### src/rtl/spcd_pkg.sv
package spcd_pkg;

  // Input transaction: one begin marker or one encoded byte.
  typedef struct packed {
    logic       action;
    logic [7:0] encoded_byte;
  } req_t;

  // Final stream status codes.
  typedef enum logic [2:0] {
    STAT_OK          = 3'd0,
    STAT_OVER_LIMIT  = 3'd1,
    STAT_TRUNCATED   = 3'd2,
    STAT_BAD_ESCAPE  = 3'd3,
    STAT_EXTRA_DATA  = 3'd4,
    STAT_BAD_PADDING = 3'd5
  } status_e;

  // Result transaction: a decoded byte or the final status of a stream.
  typedef struct packed {
    logic       is_status;
    logic [7:0] decoded_byte;
    status_e    status;
    logic       last;
  } res_t;

  // Input action codes.
  localparam logic ACT_BEGIN = 1'b0;
  localparam logic ACT_DATA  = 1'b1;

  // Configuration register indexes.
  localparam logic [1:0] CFG_MODE           = 2'd0;
  localparam logic [1:0] CFG_SYMBOL_COUNT   = 2'd1;
  localparam logic [1:0] CFG_OUTPUT_LIMIT   = 2'd2;
  localparam logic [1:0] CFG_ENCODED_LENGTH = 2'd3;

  // Mode register values.
  localparam logic MODE_STRICT  = 1'b0;
  localparam logic MODE_PREVIEW = 1'b1;

  // Commands passed from the front end to the decode engine.
  typedef enum logic [1:0] {
    CMD_BEGIN_OK,
    CMD_BEGIN_OVER,
    CMD_BEGIN_TRUNC,
    CMD_DATA
  } cmd_op_e;

  typedef struct packed {
    cmd_op_e    op;
    logic [7:0] data;
  } cmd_t;

  // Stream phase.
  typedef enum logic [1:0] {
    PH_IDLE,
    PH_RUN,
    PH_DONE
  } phase_e;

  // Decode engine sequencer.
  typedef enum logic {
    BK_FETCH,
    BK_STEP
  } bk_state_e;

  // Outcome of looking at the head of the bit buffer.
  typedef enum logic [1:0] {
    DEC_MORE,
    DEC_SYM,
    DEC_ESC
  } dec_kind_e;

  typedef struct packed {
    dec_kind_e  kind;
    logic [7:0] sym;
    logic [3:0] len;
  } dec_t;

  localparam int unsigned BufWidth  = 20;
  localparam int unsigned HeldWidth = 5;

  // Code structure.
  localparam logic [2:0] SHORT3_LIMIT = 3'd5;
  localparam logic [2:0] FOUR_PREFIX  = 3'd5;
  localparam logic [4:0] ESC_PREFIX   = 5'd31;
  localparam logic [5:0] SIX_BASE     = 6'd48;
  localparam logic [4:0] FULL_HELD    = 5'd12;
  localparam logic [4:0] PAD_MAX      = 5'd7;

  // Symbol tables: " etao", "in", "shrdlucmfwypbg".
  localparam logic [7:0] SYM3 [5] = '{8'h20, 8'h65, 8'h74, 8'h61, 8'h6F};
  localparam logic [7:0] SYM4 [2] = '{8'h69, 8'h6E};
  localparam logic [7:0] SYM6 [14] = '{8'h73, 8'h68, 8'h72, 8'h64, 8'h6C, 8'h75, 8'h63,
                                       8'h6D, 8'h66, 8'h77, 8'h79, 8'h70, 8'h62, 8'h67};

  // True when a byte value has one of the short codes.
  function automatic logic has_short_code(input logic [7:0] v);
    logic r;
    r = 1'b0;
    for (int i = 0; i < 5; i++) begin
      if (SYM3[i] == v) r = 1'b1;
    end
    for (int i = 0; i < 2; i++) begin
      if (SYM4[i] == v) r = 1'b1;
    end
    for (int i = 0; i < 14; i++) begin
      if (SYM6[i] == v) r = 1'b1;
    end
    return r;
  endfunction

  // Looks at the oldest held bits and decodes one symbol if it is complete.
  function automatic dec_t decode_symbol(input logic [BufWidth-1:0] bits,
                                         input logic [HeldWidth-1:0] held);
    dec_t       d;
    logic [2:0] f;
    logic [3:0] v4;
    logic [4:0] p;
    logic [5:0] v6;
    logic [7:0] lit;
    logic [3:0] idx;
    d.kind = DEC_MORE;
    d.sym  = 8'h00;
    d.len  = 4'd0;
    f   = 3'(bits >> (held - 5'd3));
    v4  = 4'(bits >> (held - 5'd4));
    p   = 5'(bits >> (held - 5'd5));
    v6  = 6'(bits >> (held - 5'd6));
    lit = 8'(bits >> (held - 5'd13));
    idx = 4'(v6 - SIX_BASE);
    if (held >= 5'd3) begin
      if (f < SHORT3_LIMIT) begin
        d.kind = DEC_SYM;
        d.sym  = SYM3[f];
        d.len  = 4'd3;
      end else if (f == FOUR_PREFIX) begin
        if (held >= 5'd4) begin
          d.kind = DEC_SYM;
          d.sym  = SYM4[v4[0]];
          d.len  = 4'd4;
        end
      end else if (p != ESC_PREFIX) begin
        if (held >= 5'd6) begin
          d.kind = DEC_SYM;
          d.sym  = SYM6[idx];
          d.len  = 4'd6;
        end
      end else if (held >= 5'd13) begin
        if (has_short_code(lit)) begin
          d.kind = DEC_ESC;
        end else begin
          d.kind = DEC_SYM;
          d.sym  = lit;
          d.len  = 4'd13;
        end
      end
    end
    return d;
  endfunction

endpackage

### src/rtl/spcd_front.sv
module spcd_front import spcd_pkg::*; #(
  parameter int unsigned COUNT_WIDTH  = 20,
  parameter int unsigned LENGTH_WIDTH = 21
) (
  input  logic                    in_valid_i,
  output logic                    in_ready_o,
  input  req_t                    in_data_i,
  input  logic                    mode_i,
  input  logic [COUNT_WIDTH-1:0]  count_i,
  input  logic [COUNT_WIDTH-1:0]  limit_i,
  input  logic [LENGTH_WIDTH-1:0] len_i,
  input  logic                    q_full_i,
  output logic                    push_o,
  output cmd_t                    push_data_o
);

  localparam int unsigned CmpWidth =
      (COUNT_WIDTH + 2 > LENGTH_WIDTH + 3) ? COUNT_WIDTH + 2 : LENGTH_WIDTH + 3;

  logic [CmpWidth-1:0] count_x3;
  logic [CmpWidth-1:0] len_x8;
  logic                over_limit;
  logic                too_short;

  // Up-front checks of a begin transaction in strict mode.
  assign count_x3   = CmpWidth'(count_i) + CmpWidth'({count_i, 1'b0});
  assign len_x8     = CmpWidth'({len_i, 3'b000});
  assign over_limit = (mode_i == MODE_STRICT) && (count_i > limit_i);
  assign too_short  = (mode_i == MODE_STRICT) && (count_x3 > len_x8);

  // Accept whenever the command queue has room.
  assign in_ready_o = !q_full_i;
  assign push_o     = in_valid_i && !q_full_i;

  // Classify the transaction into a command for the decode engine.
  always_comb begin
    push_data_o.data = in_data_i.encoded_byte;
    if (in_data_i.action == ACT_DATA) begin
      push_data_o.op = CMD_DATA;
    end else if (over_limit) begin
      push_data_o.op = CMD_BEGIN_OVER;
    end else if (too_short) begin
      push_data_o.op = CMD_BEGIN_TRUNC;
    end else begin
      push_data_o.op = CMD_BEGIN_OK;
    end
  end

endmodule

### src/rtl/spcd_cmd_queue.sv
module spcd_cmd_queue import spcd_pkg::*; (
  input  logic clk_i,
  input  logic rst_ni,
  input  logic push_i,
  input  cmd_t push_data_i,
  output logic full_o,
  output logic valid_o,
  input  logic pop_i,
  output cmd_t data_o
);

  cmd_t       entry_q [2];
  logic       wr_ptr_q;
  logic       rd_ptr_q;
  logic [1:0] cnt_q;

  assign full_o  = (cnt_q == 2'd2);
  assign valid_o = (cnt_q != 2'd0);
  assign data_o  = entry_q[rd_ptr_q];

  // Pointers and fill level.
  always_ff @(posedge clk_i or negedge rst_ni) begin
    if (!rst_ni) begin
      wr_ptr_q <= 1'b0;
      rd_ptr_q <= 1'b0;
      cnt_q    <= 2'd0;
    end else begin
      if (push_i) wr_ptr_q <= ~wr_ptr_q;
      if (pop_i) rd_ptr_q <= ~rd_ptr_q;
      case ({push_i, pop_i})
        2'b10:   cnt_q <= cnt_q + 2'd1;
        2'b01:   cnt_q <= cnt_q - 2'd1;
        default: cnt_q <= cnt_q;
      endcase
    end
  end

  // Entry storage.
  always_ff @(posedge clk_i) begin
    if (push_i) entry_q[wr_ptr_q] <= push_data_i;
  end

endmodule

### src/rtl/spcd_back.sv
module spcd_back import spcd_pkg::*; #(
  parameter int unsigned COUNT_WIDTH  = 20,
  parameter int unsigned LENGTH_WIDTH = 21
) (
  input  logic                    clk_i,
  input  logic                    rst_ni,
  input  logic                    mode_i,
  input  logic [COUNT_WIDTH-1:0]  count_i,
  input  logic [COUNT_WIDTH-1:0]  limit_i,
  input  logic [LENGTH_WIDTH-1:0] len_i,
  input  logic                    cmd_valid_i,
  input  cmd_t                    cmd_i,
  output logic                    cmd_pop_o,
  output logic                    out_valid_o,
  input  logic                    out_ready_i,
  output res_t                    out_data_o
);

  bk_state_e state_q, state_d;
  phase_e    phase_q, phase_d;

  logic [BufWidth-1:0]     bits_q, bits_d;
  logic [HeldWidth-1:0]    held_q, held_d;
  logic [COUNT_WIDTH-1:0]  emitted_q, emitted_d;
  logic [LENGTH_WIDTH-1:0] taken_q, taken_d;
  logic [2:0]              nsym_q, nsym_d;

  logic out_valid_q;
  res_t out_q;
  logic out_ok;
  logic emit;
  res_t emit_res;

  logic [COUNT_WIDTH-1:0] target;
  logic [COUNT_WIDTH-1:0] emitted_inc;
  logic                   reached;
  logic                   reached_next;
  logic                   data_left;
  status_e                pad_status;
  status_e                count_status;
  dec_t                   dec_now;
  dec_t                   dec_next;
  logic [HeldWidth-1:0]   held_next;
  logic [BufWidth-1:0]    bits_next;
  logic                   item_end;

  assign out_ok = !out_valid_q || out_ready_i;

  // Target count, and whether it is reached now or after one more symbol.
  assign target       = (mode_i == MODE_PREVIEW && limit_i < count_i) ? limit_i : count_i;
  assign emitted_inc  = emitted_q + COUNT_WIDTH'(1);
  assign reached      = (emitted_q >= target);
  assign reached_next = (emitted_inc >= target);
  assign data_left    = (taken_q < len_i);

  // Status once the count is reached: leftover data and padding checks.
  always_comb begin
    if (data_left || held_q > PAD_MAX) begin
      pad_status = STAT_EXTRA_DATA;
    end else if (bits_q != '0) begin
      pad_status = STAT_BAD_PADDING;
    end else begin
      pad_status = STAT_OK;
    end
    if (mode_i == MODE_STRICT || emitted_q == count_i) begin
      count_status = pad_status;
    end else begin
      count_status = STAT_OK;
    end
  end

  // Decode the head of the buffer, and look one symbol further ahead.
  assign dec_now   = decode_symbol(bits_q, held_q);
  assign held_next = held_q - HeldWidth'(dec_now.len);
  assign bits_next = bits_q & ((BufWidth'(1) << held_next) - BufWidth'(1));
  assign dec_next  = decode_symbol(bits_next, held_next);

  // The symbol being sent is the last result of its transaction when the next
  // step would stop quietly to wait for another byte.
  assign item_end = !reached_next &&
                    ((nsym_q == 3'd5) || (dec_next.kind == DEC_MORE && data_left));

  // Sequencer: fetch a command, then decode one symbol per cycle while the output register can take it.
  always_comb begin
    state_d   = state_q;
    phase_d   = phase_q;
    bits_d    = bits_q;
    held_d    = held_q;
    emitted_d = emitted_q;
    taken_d   = taken_q;
    nsym_d    = nsym_q;
    cmd_pop_o = 1'b0;
    emit      = 1'b0;
    emit_res  = '{is_status: 1'b1, decoded_byte: 8'h00, status: STAT_OK, last: 1'b1};
    unique case (state_q)
      BK_FETCH: begin
        if (cmd_valid_i && out_ok) begin
          cmd_pop_o = 1'b1;
          nsym_d    = 3'd0;
          if (cmd_i.op == CMD_DATA) begin
            if (phase_q == PH_RUN && held_q <= FULL_HELD) begin
              bits_d  = {bits_q[BufWidth-9:0], cmd_i.data};
              held_d  = held_q + HeldWidth'(8);
              taken_d = taken_q + LENGTH_WIDTH'(1);
              state_d = BK_STEP;
            end
          end else begin
            bits_d    = '0;
            held_d    = '0;
            emitted_d = '0;
            taken_d   = '0;
            phase_d   = PH_RUN;
            unique case (cmd_i.op)
              CMD_BEGIN_OVER: begin
                emit            = 1'b1;
                emit_res.status = STAT_OVER_LIMIT;
                phase_d         = PH_DONE;
              end
              CMD_BEGIN_TRUNC: begin
                emit            = 1'b1;
                emit_res.status = STAT_TRUNCATED;
                phase_d         = PH_DONE;
              end
              default: begin
                state_d = BK_STEP;
              end
            endcase
          end
        end
      end
      BK_STEP: begin
        if (out_ok) begin
          if (reached) begin
            emit            = 1'b1;
            emit_res.status = count_status;
            phase_d         = PH_DONE;
            state_d         = BK_FETCH;
          end else begin
            unique case (dec_now.kind)
              DEC_ESC: begin
                emit            = 1'b1;
                emit_res.status = STAT_BAD_ESCAPE;
                phase_d         = PH_DONE;
                state_d         = BK_FETCH;
              end
              DEC_SYM: begin
                emit                  = 1'b1;
                emit_res.is_status    = 1'b0;
                emit_res.decoded_byte = dec_now.sym;
                emit_res.last         = item_end;
                bits_d                = bits_next;
                held_d                = held_next;
                emitted_d             = emitted_inc;
                nsym_d                = nsym_q + 3'd1;
                if (item_end) state_d = BK_FETCH;
              end
              default: begin
                if (!data_left) begin
                  emit            = 1'b1;
                  emit_res.status = (mode_i == MODE_STRICT) ? STAT_TRUNCATED : STAT_OK;
                  phase_d         = PH_DONE;
                end
                state_d = BK_FETCH;
              end
            endcase
          end
        end
      end
      default: begin
        state_d = BK_FETCH;
      end
    endcase
  end

  // Sequencer and stream state registers.
  always_ff @(posedge clk_i or negedge rst_ni) begin
    if (!rst_ni) begin
      state_q   <= BK_FETCH;
      phase_q   <= PH_IDLE;
      bits_q    <= '0;
      held_q    <= '0;
      emitted_q <= '0;
      taken_q   <= '0;
      nsym_q    <= '0;
    end else begin
      state_q   <= state_d;
      phase_q   <= phase_d;
      bits_q    <= bits_d;
      held_q    <= held_d;
      emitted_q <= emitted_d;
      taken_q   <= taken_d;
      nsym_q    <= nsym_d;
    end
  end

  // Output register: refilled whenever it is empty or being drained.
  always_ff @(posedge clk_i or negedge rst_ni) begin
    if (!rst_ni) begin
      out_valid_q <= 1'b0;
    end else if (out_ok) begin
      out_valid_q <= emit;
    end
  end

  always_ff @(posedge clk_i) begin
    if (out_ok && emit) out_q <= emit_res;
  end

  assign out_valid_o = out_valid_q;
  assign out_data_o  = out_q;

endmodule

### src/rtl/short_prefix_code_decoder.sv
// Flow: a transaction is taken into a two-entry command queue. An up-front status goes from the
// queue to the output register at the load step; a decoded byte also passes a decode step.
// Steps: a command is loaded, then its symbols or status are decoded one at a time while the
// output register can take them, by two symbol decoders (head and look-ahead); a byte that completes
// no symbol still takes a decode step, and an up-front status leaves from the load step.
// Reset: asynchronous, active low; clears the configuration, queue, stream state and output.
module short_prefix_code_decoder import spcd_pkg::*; #(
  parameter int unsigned COUNT_WIDTH  = 20,
  parameter int unsigned LENGTH_WIDTH = 21
) (
  input  logic                                   clk_i,
  input  logic                                   rst_ni,
  input  logic                                   cfg_we_i,
  input  logic [1:0]                             cfg_idx_i,
  input  logic [((LENGTH_WIDTH > COUNT_WIDTH) ? LENGTH_WIDTH : COUNT_WIDTH)-1:0] cfg_wdata_i,
  input  logic                                   in_valid_i,
  output logic                                   in_ready_o,
  input  req_t                                   in_data_i,
  output logic                                   out_valid_o,
  input  logic                                   out_ready_i,
  output res_t                                   out_data_o
);

  logic                    mode_q;
  logic [COUNT_WIDTH-1:0]  count_q;
  logic [COUNT_WIDTH-1:0]  limit_q;
  logic [LENGTH_WIDTH-1:0] len_q;

  logic q_full;
  logic q_push;
  cmd_t q_push_data;
  logic cmd_valid;
  cmd_t cmd;
  logic cmd_pop;

  // Configuration registers.
  always_ff @(posedge clk_i or negedge rst_ni) begin
    if (!rst_ni) begin
      mode_q  <= MODE_STRICT;
      count_q <= '0;
      limit_q <= '0;
      len_q   <= '0;
    end else if (cfg_we_i) begin
      unique case (cfg_idx_i)
        CFG_MODE:           mode_q  <= cfg_wdata_i[0];
        CFG_SYMBOL_COUNT:   count_q <= cfg_wdata_i[COUNT_WIDTH-1:0];
        CFG_OUTPUT_LIMIT:   limit_q <= cfg_wdata_i[COUNT_WIDTH-1:0];
        CFG_ENCODED_LENGTH: len_q   <= cfg_wdata_i[LENGTH_WIDTH-1:0];
        default:            mode_q  <= mode_q;
      endcase
    end
  end

  // Front end: accepts and classifies transactions.
  spcd_front #(
    .COUNT_WIDTH  (COUNT_WIDTH),
    .LENGTH_WIDTH (LENGTH_WIDTH)
  ) u_front (
    .in_valid_i  (in_valid_i),
    .in_ready_o  (in_ready_o),
    .in_data_i   (in_data_i),
    .mode_i      (mode_q),
    .count_i     (count_q),
    .limit_i     (limit_q),
    .len_i       (len_q),
    .q_full_i    (q_full),
    .push_o      (q_push),
    .push_data_o (q_push_data)
  );

  // Command queue between the front end and the decode engine.
  spcd_cmd_queue u_queue (
    .clk_i       (clk_i),
    .rst_ni      (rst_ni),
    .push_i      (q_push),
    .push_data_i (q_push_data),
    .full_o      (q_full),
    .valid_o     (cmd_valid),
    .pop_i       (cmd_pop),
    .data_o      (cmd)
  );

  // Decode engine with the output register.
  spcd_back #(
    .COUNT_WIDTH  (COUNT_WIDTH),
    .LENGTH_WIDTH (LENGTH_WIDTH)
  ) u_back (
    .clk_i       (clk_i),
    .rst_ni      (rst_ni),
    .mode_i      (mode_q),
    .count_i     (count_q),
    .limit_i     (limit_q),
    .len_i       (len_q),
    .cmd_valid_i (cmd_valid),
    .cmd_i       (cmd),
    .cmd_pop_o   (cmd_pop),
    .out_valid_o (out_valid_o),
    .out_ready_i (out_ready_i),
    .out_data_o  (out_data_o)
  );

`ifndef ASSERT_OFF
  // A stream status always closes the results of its transaction.
  a_status_is_last: assert property (@(posedge clk_i) disable iff (!rst_ni)
    out_valid_o && out_data_o.is_status |-> out_data_o.last)
    else $error("status result without last");

  // A decoded byte never carries an error code.
  a_symbol_status_ok: assert property (@(posedge clk_i) disable iff (!rst_ni)
    out_valid_o && !out_data_o.is_status |-> out_data_o.status == STAT_OK)
    else $error("decoded byte with nonzero status");

  // The decode engine only takes commands that are in the queue.
  a_pop_nonempty: assert property (@(posedge clk_i) disable iff (!rst_ni)
    cmd_pop |-> cmd_valid)
    else $error("command popped from empty queue");
`endif

endmodule
### config.mk
export PLATFORM = sky130hd
export DESIGN_NAME = short_prefix_code_decoder
export DESIGN_NICKNAME = d
export VERILOG_FILES = /design/src/rtl/spcd_pkg.sv /design/src/rtl/spcd_front.sv /design/src/rtl/spcd_cmd_queue.sv /design/src/rtl/spcd_back.sv /design/src/rtl/short_prefix_code_decoder.sv
export SDC_FILE = /design/constraint.sdc
export NUM_CORES = 1
export LEC_CHECK = 0
export BUFFER_PORTS_ARGS = -buffer_cell sky130_fd_sc_hd__buf_4
export CORE_MARGIN = 3
export CORE_UTILIZATION = 45
export CTS_CLUSTER_DIAMETER = 200
export DETAILED_ROUTE_END_ITERATION = 16
export GPL_ROUTABILITY_DRIVEN = 0
export GPL_TIMING_DRIVEN = 0
export SKIP_LAST_GASP = 1
export SYNTH_ARGS = -nofsm -noshare
export SYNTH_HDL_FRONTEND = slang
export SYNTH_SLANG_ARGS = --single-unit
export TNS_END_PERCENT = 10
### constraint.sdc
create_clock -name clk_i -period 10.3 [get_ports clk_i]
set_input_delay 1.03 -clock clk_i [delete_from_list [all_inputs] [get_ports clk_i]]
set_output_delay 1.03 -clock clk_i [all_outputs]
set_load 0.01 [all_outputs]
Yosys cells after proc, flatten, opt, wreduce, memory -nomap -nowiden --
Memories as Yosys holds them, arrays and structs flattened. Index checks and enable logic that the tools add are counted.
Word-level totals: logic and storage cells 358, memories 5, ROM bits 384, RAM bits 20, bits in registers 152
Memories:
- (name not given) | depth 16, width 8, read ports 1, clocked after memory_dff 0, write ports 0, RTL line spcd_pkg.sv:146 | d.sym = SYM6[idx];
- (name not given) | depth 16, width 8, read ports 1, clocked after memory_dff 0, write ports 0, RTL line spcd_pkg.sv:146
- (name not given) | depth 8, width 8, read ports 1, clocked after memory_dff 0, write ports 0, RTL line spcd_pkg.sv:135 | d.sym = SYM3[f];
- (name not given) | depth 8, width 8, read ports 1, clocked after memory_dff 0, write ports 0, RTL line spcd_pkg.sv:135
- u_queue.entry_q | depth 2, width 10, read ports 1, clocked after memory_dff 0, write ports 1, RTL line spcd_cmd_queue.sv:12 | cmd_t entry_q [2];
Operators by class: bitwise logic cells 14, $lt $le $gt $ge 24, add/sub/neg operators 21, shifts and indexed selects 11, muxes and demuxes 160, reduce and logical (&&, ||, !) cells 35, equality and inequality tests 69
Operators with widths (count):
- == test 7 x 8 -> 1 bit (first input constant) | 40
- 2-to-1 mux 20 bit | 12
- 2-to-1 mux 14 bit | 10
- 2-to-1 mux 8 bit | 12
- one-hot mux 20 bit (2 select lines) | 2
- 2-to-1 mux 1 bit | 73
- 2-to-1 mux 13 bit | 4
- 2-to-1 mux 21 bit | 2
- greater-or-equal comparator 20 bit | 2
- >> shifter 20 x 5 -> 1 bit | 2
- >> shifter 20 x 5 -> 3 bit | 2
- >> shifter 20 x 5 -> 4 bit | 2
- >> shifter 20 x 5 -> 5 bit | 2
- >> shifter 20 x 5 -> 8 bit | 2
- 2-to-1 mux 3 bit | 13
- 2-to-1 mux 5 bit | 6
- subtractor 5 x 3 -> 5 bit (second input constant) | 6
- greater-than comparator 24 bit | 1
- 2-to-1 mux 12 bit | 2
- 2-to-1 mux 2 bit | 12
- adder 20 x 21 -> 22 bit | 1
- adder 21 x 1 -> 21 bit (second input constant) | 1
- < comparator 21 bit | 1
- adder 20 x 1 -> 20 bit (second input constant) | 1
- other kinds (56) | 123

Depth between registers and ports, before layout --
Gate-level depths: netlist of the first run.
word-level depth 82, gate-level depth with buffers 42

Modules after synthesis --
Synthesis of the first run repeated with hierarchy kept, for this count alone.
Unflattened totals: cells, all modules 1918, area total of the unflattened synthesis 16986.3 µm²
Modules (own cells, without submodules):
- spcd_back | instances 1, cells an instance 1455, area each 11696.2 µm²
- short_prefix_code_decoder | instances 1, cells an instance 134, area each 2322.2 µm²
- spcd_front | instances 1, cells an instance 282, area each 2058.2 µm²
- spcd_cmd_queue | instances 1, cells an instance 47, area each 909.6 µm²

Worst setup path after synthesis of the first run --
OpenSTA, ideal clock, no wires.
path type register to register, start register u_back.held_q[1], end register u_back.state_q, data required time 10180 ps, setup time 120 ps, period minus slack after synthesis 9302 ps, stages on the path, launching flop included 39, setup slack 998 ps, arrival 9181 ps, cell sequence dfrtp_1 -> clkbuf_1 -> clkbuf_1 -> inv_1 -> ha_1 -> buf_2 -> buf_2 -> mux2_2 -> nor2_1 -> a21oi_1 -> mux2_2 -> o2bb2ai_1 -> mux2_2 -> o21ai_0 -> a2111o_1 -> nor3b_1 -> inv_1 -> a21oi_1 -> [... 3 more ...] -> clkbuf_1 -> clkbuf_1 -> ha_1 -> clkbuf_1 -> nand2_1 -> ha_1 -> clkbuf_1 -> clkbuf_1 -> clkbuf_1 -> nor4b_1 -> a31oi_1 -> mux4_2 -> o21ai_0 -> nand2_1 -> or3_1 -> a221oi_2 -> nand3_1 -> a41o_1
On the way: word-level cells in the longest chain between the ends 82, elaborated cells on any way between the ends 156, classes of those cells 8 x add/sub; 11 x order compare; 47 x eq/ne; 7 x shift; 77 x mux; 1 x bitwise; 5 x reduce/logical
RTL lines:
- from (decl) | RTL line spcd_back.sv:23 | logic [HeldWidth-1:0] held_q, held_d;
- from (signal assigned) | RTL line spcd_back.sv:189 | held_q <= held_d;
- subtractor 5 x 4 -> 5 bit | RTL line spcd_pkg.sv:130 | lit = 8'(bits >> (held - 5'd13));
- >> shifter 20 x 5 -> 8 bit | RTL line spcd_pkg.sv:130
- == test 6 x 8 -> 1 bit | RTL line spcd_pkg.sv:102 | if (SYM3[i] == v) r = 1'b1;
- 2-to-1 mux 1 bit (5 in series) | RTL line spcd_pkg.sv:102
- 2-to-1 mux 1 bit (2 in series) | RTL line spcd_pkg.sv:105 | if (SYM4[i] == v) r = 1'b1;
- 2-to-1 mux 1 bit (14 in series) | RTL line spcd_pkg.sv:108 | if (SYM6[i] == v) r = 1'b1;
- 2-to-1 mux 1 bit | RTL line spcd_pkg.sv:149 | end else if (held >= 5'd13) begin
- 2-to-1 mux 1 bit | RTL line spcd_pkg.sv:143 | end else if (p != ESC_PREFIX) begin
- [... 49 more ...]
- logical OR 1 bit | RTL line spcd_back.sv:81 | ((nsym_q == 3'd5) || (dec_next.kind == DEC_MORE && data_left));
- logical AND 1 bit | RTL line spcd_back.sv:80 | assign item_end = !reached_next &&
- 2-to-1 mux 1 bit | RTL line spcd_back.sv:155 | if (item_end) state_d = BK_FETCH;
- 2-to-1 mux 1 bit | RTL line spcd_back.sv:139 | unique case (dec_now.kind)
- 2-to-1 mux 1 bit | RTL line spcd_back.sv:133 | if (reached) begin
- 2-to-1 mux 1 bit | RTL line spcd_back.sv:132 | if (out_ok) begin
- one-hot mux 1 bit (2 select lines) * | RTL line spcd_back.sv:95 | unique case (state_q)
- named net u_back.state_d | RTL line spcd_back.sv:19 | bk_state_e state_q, state_d;
- to (signal assigned) | RTL line spcd_back.sv:186 | state_q <= state_d;
- to (decl) | RTL line spcd_back.sv:19
Mark *: on every way through the listed nets, which the timed path passes. The rest lies on a longest branch. The select of a mux whose other input is x is not followed. A chain may end at the register's enable or synchronous reset.

Worst setup path after layout of the first run --
Ends and elaborated chain as after synthesis.

==> results of run 1 <==
## where the power goes
group / switching, W / internal [W] / total, W
clock network: 0.000316 / 0.000355 / 0.000672
logic: 0.00312 / 0.00170 / 0.00482
registers: 0.000141 / 0.000854 / 0.000995
total: 0.00358 / 0.00291 / 0.00649
## routing by layer
metal / GRT usage / share of wire
met1: 0.329 / 0.41
met2: 0.449 / 0.48
met3: 0.0420 / 0.062
met4: 0.119 / 0.050
met5: 0 / 0
## critical path, delay by kind of cell, from the launching register on
| kind | cells | cell delay (ns) |
|---|---|---|
| flip-flops | 1 | 0.43 |
| adder cells (fa/ha/maj) | 4 | 1.40 |
| buffers and inverters | 10 | 2.07 |
| multiplexers | 2 | 1.10 |
| AND/OR/NAND/NOR | 8 | 1.58 |
| AO/OA/AOI/OAI | 12 | 3.14 |
## kinds of logic (layout without fill, tap and decap cells)
group | Yosys count | after routing | share of synthesized area
mux | 191 | 191 | 0.159
simple gates | 529 | 529 | 0.157
flops | 172 | 172 | 0.272
fa+ha+maj | 161 | 161 | 0.124
buf+inv | 200 | 292 | 0.0477
compound gates | 455 | 455 | 0.189
xor+xnor | 97 | 97 | 0.0517
## per-stage QoR
stage	instance area (µm²)	hold slack [ns]
final	18300	0.492
after global routing	18300	0.518
after CTS	18100	0.495
after detailed placement	17400	0.480
after global placement	17400	0.466
after floorplan	16400	0.455
## synth_stat cells (all sizes together) (16+ instances only)
library cell / n / area share
ha: 159 / 0.12
nor2: 144 / 0.033
dfrtp: 139 / 0.21
nand2: 137 / 0.031
o21ai: 109 / 0.033
inv: 94 / 0.021
mux2: 82 / 0.056
a21oi: 76 / 0.023
clkbuf: 73 / 0.017
mux2i: 61 / 0.037
xnor2: 59 / 0.031
nand3: 54 / 0.016
mux4: 48 / 0.066
xor2: 38 / 0.020
a21o: 35 / 0.016
edfxtp: 33 / 0.060
buf: 32 / 0.0093
nor3: 30 / 0.0094
a211oi: 22 / 0.011
nand4: 22 / 0.0084
nor2b: 22 / 0.0084
nand2b: 21 / 0.0080
nor4: 21 / 0.0080
o211ai: 21 / 0.0096
a31oi: 19 / 0.0072
o21a: 19 / 0.0087
a21boi: 16 / 0.0085
## final timing paths
check                                 start                  to  slack [ns]  cells after the start
setup / recovery           u_back.held_q[1]      u_back.state_q        0.43                     36
max in group asynchronous            rst_ni    u_back.held_q[1]        8.92                      2
min in group asynchronous            rst_ni  u_back.taken_q[19]        0.58                      1
setup reg to reg           u_back.held_q[1]      u_back.state_q        0.43                     36
hold reg to reg            u_queue.wr_ptr_q    u_queue.wr_ptr_q        0.49                      1
hold / removal             u_queue.wr_ptr_q    u_queue.wr_ptr_q        0.49                      1
## sequential cells by signal (all words and copies together) (netlist names)
| register | flops |
|---|---|
| mode_q | 1 |
| u_queue.wr_ptr_q | 1 |
| u_back.out_data_o | 13 |
| u_back.phase_q | 2 |
| u_back.emitted_q | 20 |
| u_back.taken_q | 21 |
| u_back.out_valid_o | 1 |
| limit_q | 20 |
| u_back.held_q | 5 |
| u_back.nsym_q | 3 |
| u_back.state_q | 1 |
| u_back.bits_q | 20 |
| u_queue.rd_ptr_q | 1 |
| len_q | 21 |
| u_queue.cnt_q | 2 |
| u_queue.entry_q | 20 |
| count_q | 20 |
## timing repair
action / CTS / global route
endpoints found under the setup margin: 11 / 2
setup buffers: 1 / 7
pin swaps: 2 / 3
gates resized for setup: 31 / 33
hold endpoints to repair: 0 / 0
## layout make-up
| type | instances | area share |
|---|---|---|
| Multi-Input combinational cell | 1433 | 0.619 |
| Sequential cell | 172 | 0.245 |
| Tap cell | 461 | 0.0316 |
| Timing Repair Buffer | 60 | 0.0260 |
| Buffer | 105 | 0.0256 |
| Clock buffer | 18 | 0.0240 |
| Inverter | 95 | 0.0197 |
| Clock inverter | 14 | 0.00973 |
==> metrics.csv, run 1 <==
stage,metric,value,unit
critical_path,cpMostUsedCell,clkbuf_4,
timing,tightest_slew,1.11,ns
layout,area_growth_syn_to_layout,11.2,%
timing,hold_violations,0,
global_routing,grt_usage,0.263,
die,die_w,197,µm
clock_network,cts_max_level,4,
timing,setup_slack,0.428,ns
layout,num_antenna_cells,0,
drt,detail_route.wirelength,51.8,mm
layout,layout.area.seq,0.00447,mm²
power_and_ir_drop,vdd_ir_drop_max,0.000224,V
layout,fillers,3374,
power_and_ir_drop,leakage,7.84,nW
place,port_buffers,51,
critical_path,path_class,flip-flop to flip-flop,
global_routing,grt_max_degree,75,
timing,tns,0,ns
drt,firstDrtPassIters,6,
drt,drc,0,
die,boundaryPins,52,
layout,fin_nets,2082,
critical_path,critPathMaxFanout,11,
drt,detail-route-antenna-nets,0,
timing,min_period,9.87,ns
timing,slew_viol_final,0,
run_status,outcome,"finished, final reports clean",
worst_hold_path,hold_path.class,flip-flop to flip-flop,
die,die_h,197,µm
layout,multi_input_area,0.0113,mm²
layout,fin_util,0.511,
clock_network,cts_sinks,172,
layout,layout_common_cells,"157 x ha_1, 142 x nor2_1, 138 x dfrtp_1, 136 x nand2_1, 102 x o21ai_0",
layout,final_layout_size_suffix_gt1_frac,0.163,
place,pre_cts_ws,-2.11,ns
job,maxCapViolCount,0,
die,initial_core_util,0.460,
critical_path,cp.arrival,10.20,ns
critical_path,cp-end-kind,flip-flop,
layout,mostFrequentLayoutCell,ha_1,
logic_synthesis,ys_types,88,
die,dieArea,0.0388,mm²
clock_network,cts-root-buf,clkbuf_16,
power_and_ir_drop,power_density,355,mW/mm²
logic_synthesis,netlist_area,0.0164,mm²
global_routing,grt_pass1_wl,80.4,mm
timing,setup_viol,0,
critical_path,max_stage_delay,0.57,ns
global_routing,grt_pass1_vias,14400,
drt,viasPerCell,6.32,
logic_synthesis,synth_seq_cells,172,
timing,fin_crit_sh,0.958,
clock_network,clockBufferDepth,2,
logic_synthesis,avgSynthCellArea,9.10,µm²
place,dp_cells,2318,
die,core-area,0.0357,mm²
die,rows,69,
global_routing,antenna_found_initial,0,
logic_synthesis,yosys_warnings,0,
clock_network,cts_tree,yes,
timing,skew,0.0155,ns
critical_path,crit_required,10.62,ns
logic_synthesis,synth_flop_cell,dfrtp_1,
power_and_ir_drop,total_power,0.00649,W
logic_synthesis,synthCells,1805,
global_routing,overflow,0,
clock_network,clk_latency,0.44,ns
logic_synthesis,synth_nets,2003,
drt,wl_per_cell,22.0,µm
logic_synthesis,synth_async_sr_flop_share,0.808,
timing,fmax,101,MHz
logic_synthesis,seq_area_frac_synth,0.272,
drt,num_vias,14900,
layout,stdcell_count,2358,
clock_network,numCtsBuffers,17,
critical_path,worstSetupStartpointType,flip-flop,
clock_network,cts.clk_slew.worst_paths,0.08,ns
drt,drt_iter0_drc,1452,
clock_network,hold_buffers,0,
timing,slew_headroom,0.253,
critical_path,crit_path_top_delay_cell,mux4_2,
place,post-dp-hpwl,40.4,mm
logic_synthesis,synth_edf_count,33,
Power figures use the tool's default switching activity.
==> run 2, diff against run 1 <==
CELL_PAD_IN_SITES_DETAIL_PLACEMENT = 0   (was unset)
CELL_PAD_IN_SITES_GLOBAL_PLACEMENT = 1   (was unset)
CORE_ASPECT_RATIO = 2   (was unset)
PLACE_DENSITY_LB_ADDON = 0.1   (was unset)
==> run 2 against run 1 <==
Effect of this change: hold slack gained 0.0027 ns; total power up 5.2%; clock power shrank 0.7%; critical path depth up 5; routed wire length is 18% higher; sequential share of layout area shrank 0.18 points; critical path type unchanged; largest cell class unchanged.
==> metrics.csv, run 2 (synthesis results as in run 1) <==
stage,metric,value,unit,change
critical_path,crit_path_top_delay_cell,fa_2,,
layout,area_growth_syn_to_layout,12.0,%,
die,boundaryPins,52,,unchanged
critical_path,crit_required,10.65,ns,+0.03 ns
power_and_ir_drop,vdd_ir_drop_max,0.000271,V,+21%
die,core-area,0.0359,mm²,+0.52%
timing,fmax,100,MHz,-0.94%
timing,skew,0.0142,ns,-0.00127 ns
timing,min_period,9.97,ns,+0.0939 ns
worst_hold_path,hold_path.class,flip-flop to flip-flop,,
critical_path,critPathMaxFanout,12,,+1
job,maxCapViolCount,0,,unchanged
global_routing,grt_pass1_wl,91.7,mm,+14%
clock_network,clk_latency,0.45,ns,about the same
power_and_ir_drop,leakage,7.87,nW,+0.41%
clock_network,cts_max_level,4,,unchanged
critical_path,cp.arrival,10.31,ns,+0.11 ns
timing,setup_viol,0,,unchanged
timing,whs,0.494,ns,+0.00275 ns
clock_network,cts_sinks,172,,unchanged
power_and_ir_drop,power_density,371,mW/mm²,+4.4%
die,rows,98,,+42%
timing,slew_viol_final,0,,unchanged
global_routing,antenna_found_initial,0,,unchanged
layout,final_layout_size_suffix_gt1_frac,0.172,,+0.00904
clock_network,cts_tree,yes,,
run_status,outcome,"finished, final reports clean",,
timing,grt_setup_unrepaired,no,,
layout,num_antenna_cells,0,,unchanged
critical_path,cp-end-kind,flip-flop,,
global_routing,grt_usage,0.310,,+0.0477
global_routing,grt_pass1_vias,15500,,+7.7%
drt,detail-route-antenna-nets,0,,unchanged
layout,layout_common_cells,"156 x ha_1, 141 x nor2_1, 138 x dfrtp_1, 136 x nand2_1, 102 x o21ai_0",,
clock_network,clockBufferDepth,2,,unchanged
drt,firstDrtPassIters,5,,-1
layout,fin_nets,2087,,+0.24%
drt,viasPerCell,6.45,,+2.0%
drt,drt_iter0_drc,941,,-35%
timing,setup_slack,0.334,ns,-0.0939 ns
place,post-dp-hpwl,49.8,mm,+23%
layout,mostFrequentLayoutCell,ha_1,,
clock_network,numCtsBuffers,17,,unchanged
critical_path,path_class,flip-flop to flip-flop,,
die,initial_core_util,0.457,,-0.00237
place,port_buffers,51,,unchanged
clock_network,cts-root-buf,clkbuf_16,,
timing,tightest_slew,1.09,ns,-0.0181 ns
drt,detail_route.wirelength,61.2,mm,+18%
clock_network,cts.clk_slew.worst_paths,0.08,ns,about the same
place,dp_cells,2307,,-0.47%
drt,wl_per_cell,26.0,µm,+18%
die,dieArea,0.0390,mm²,+0.36%
drt,drc,0,,unchanged
timing,slew_headroom,0.266,,+0.0133
power_and_ir_drop,total_power,0.00682,W,+5.2%
layout,stdcell_count,2352,,-0.25%
layout,largestRegisters,"len_q (21), u_back.taken_q (21)",,
timing,hold_violations,0,,unchanged
timing,fin_crit_sh,0.968,,+0.00911
global_routing,grt_max_degree,95,,+27%
place,pre_cts_ws,-2.87,ns,-0.761 ns
die,die_w,141,µm,-28%
critical_path,max_stage_delay,0.67,ns,+0.10 ns
critical_path,worstSetupStartpointType,flip-flop,,
drt,num_vias,15200,,+1.7%
global_routing,overflow,0,,unchanged
die,die_h,276,µm,+40%
-- run 2: cell types whose count changed in the layout (fill, tap and decap cells not counted), sizes merged --
cell | previous run | this run
buf | 90 | 97
clkinvlp | 0 | 4
clkbuf | 93 | 91
clkinv | 9 | 7
bufinv | 1 | 0
inv | 99 | 98
-- run 2: report_power, final --
group | total (W) | switching [W] | internal [W] | leakage [nW]
Clock | 0.000667 | 0.000332 | 0.000334 | 0.290
Combinational | 0.00515 | 0.00339 | 0.00176 | 5.50
Sequential | 0.00100 | 0.000149 | 0.000853 | 2.09
Total | 0.00682 | 0.00387 | 0.00295 | 7.87
-- run 2: worst paths after layout --
path | cells after the start | slack [ns] | endpoint | from
setup reg to reg | 41 | 0.33 | u_back.state_q | u_back.held_q[0]
hold / removal | 1 | 0.49 | u_back.phase_q[1] | u_back.phase_q[1]
max in group asynchronous | 2 | 8.93 | u_back.emitted_q[2] | rst_ni
min in group asynchronous | 1 | 0.51 | len_q[15] | rst_ni
setup / recovery | 41 | 0.33 | u_back.state_q | u_back.held_q[0]
hold reg to reg | 1 | 0.49 | u_back.phase_q[1] | u_back.phase_q[1]
-- run 2: worst max-delay path, delay by kind of cell, from the launching register on --
family          cells  cell delay, ns
simple gates        8            1.85
buf+inv            13            2.45
flops               1            0.43
fa+ha+maj           5            1.67
compound gates     15            3.44
-- run 2: cell type report --
type | count | area [µm²]
multi-input cells | 1433 | 11400
well taps | 450 | 563
plain buffers | 104 | 480
clock buffers | 18 | 439
flip-flops and latches | 172 | 4470
fillers | 3453 | 17500
inverters | 95 | 364
clock inverters | 14 | 173
repair buffers | 66 | 519
-- run 2: per-stage QoR --
stage                util  setup TNS, ns  area, µm²
detailed placement  0.484         -16.74      17400
CTS                 0.507              0      18200
global placement    0.484         -17.27      17400
floorplan               -              0      16400
finish              0.512              0      18400
global route        0.512              0      18400
-- run 2: what timing repair did --
action | in CTS | in global routing
buffers inserted | 1 | 13
endpoints found under the setup margin | 18 | 2
pin swaps | 1 | 6
hold buffers | 0 | 0
gates resized for setup | 52 | 28
-- run 2: routing by layer --
layer / track usage / wire length [µm] / vias to the layer above
met5: 0 / 0 / -
met4: 0.300 / 7270 / 0
met3: 0.0396 / 2530 / 293
met2: 0.579 / 32900 / 619
met1: 0.273 / 18500 / 7349
li1: - / - / 6899
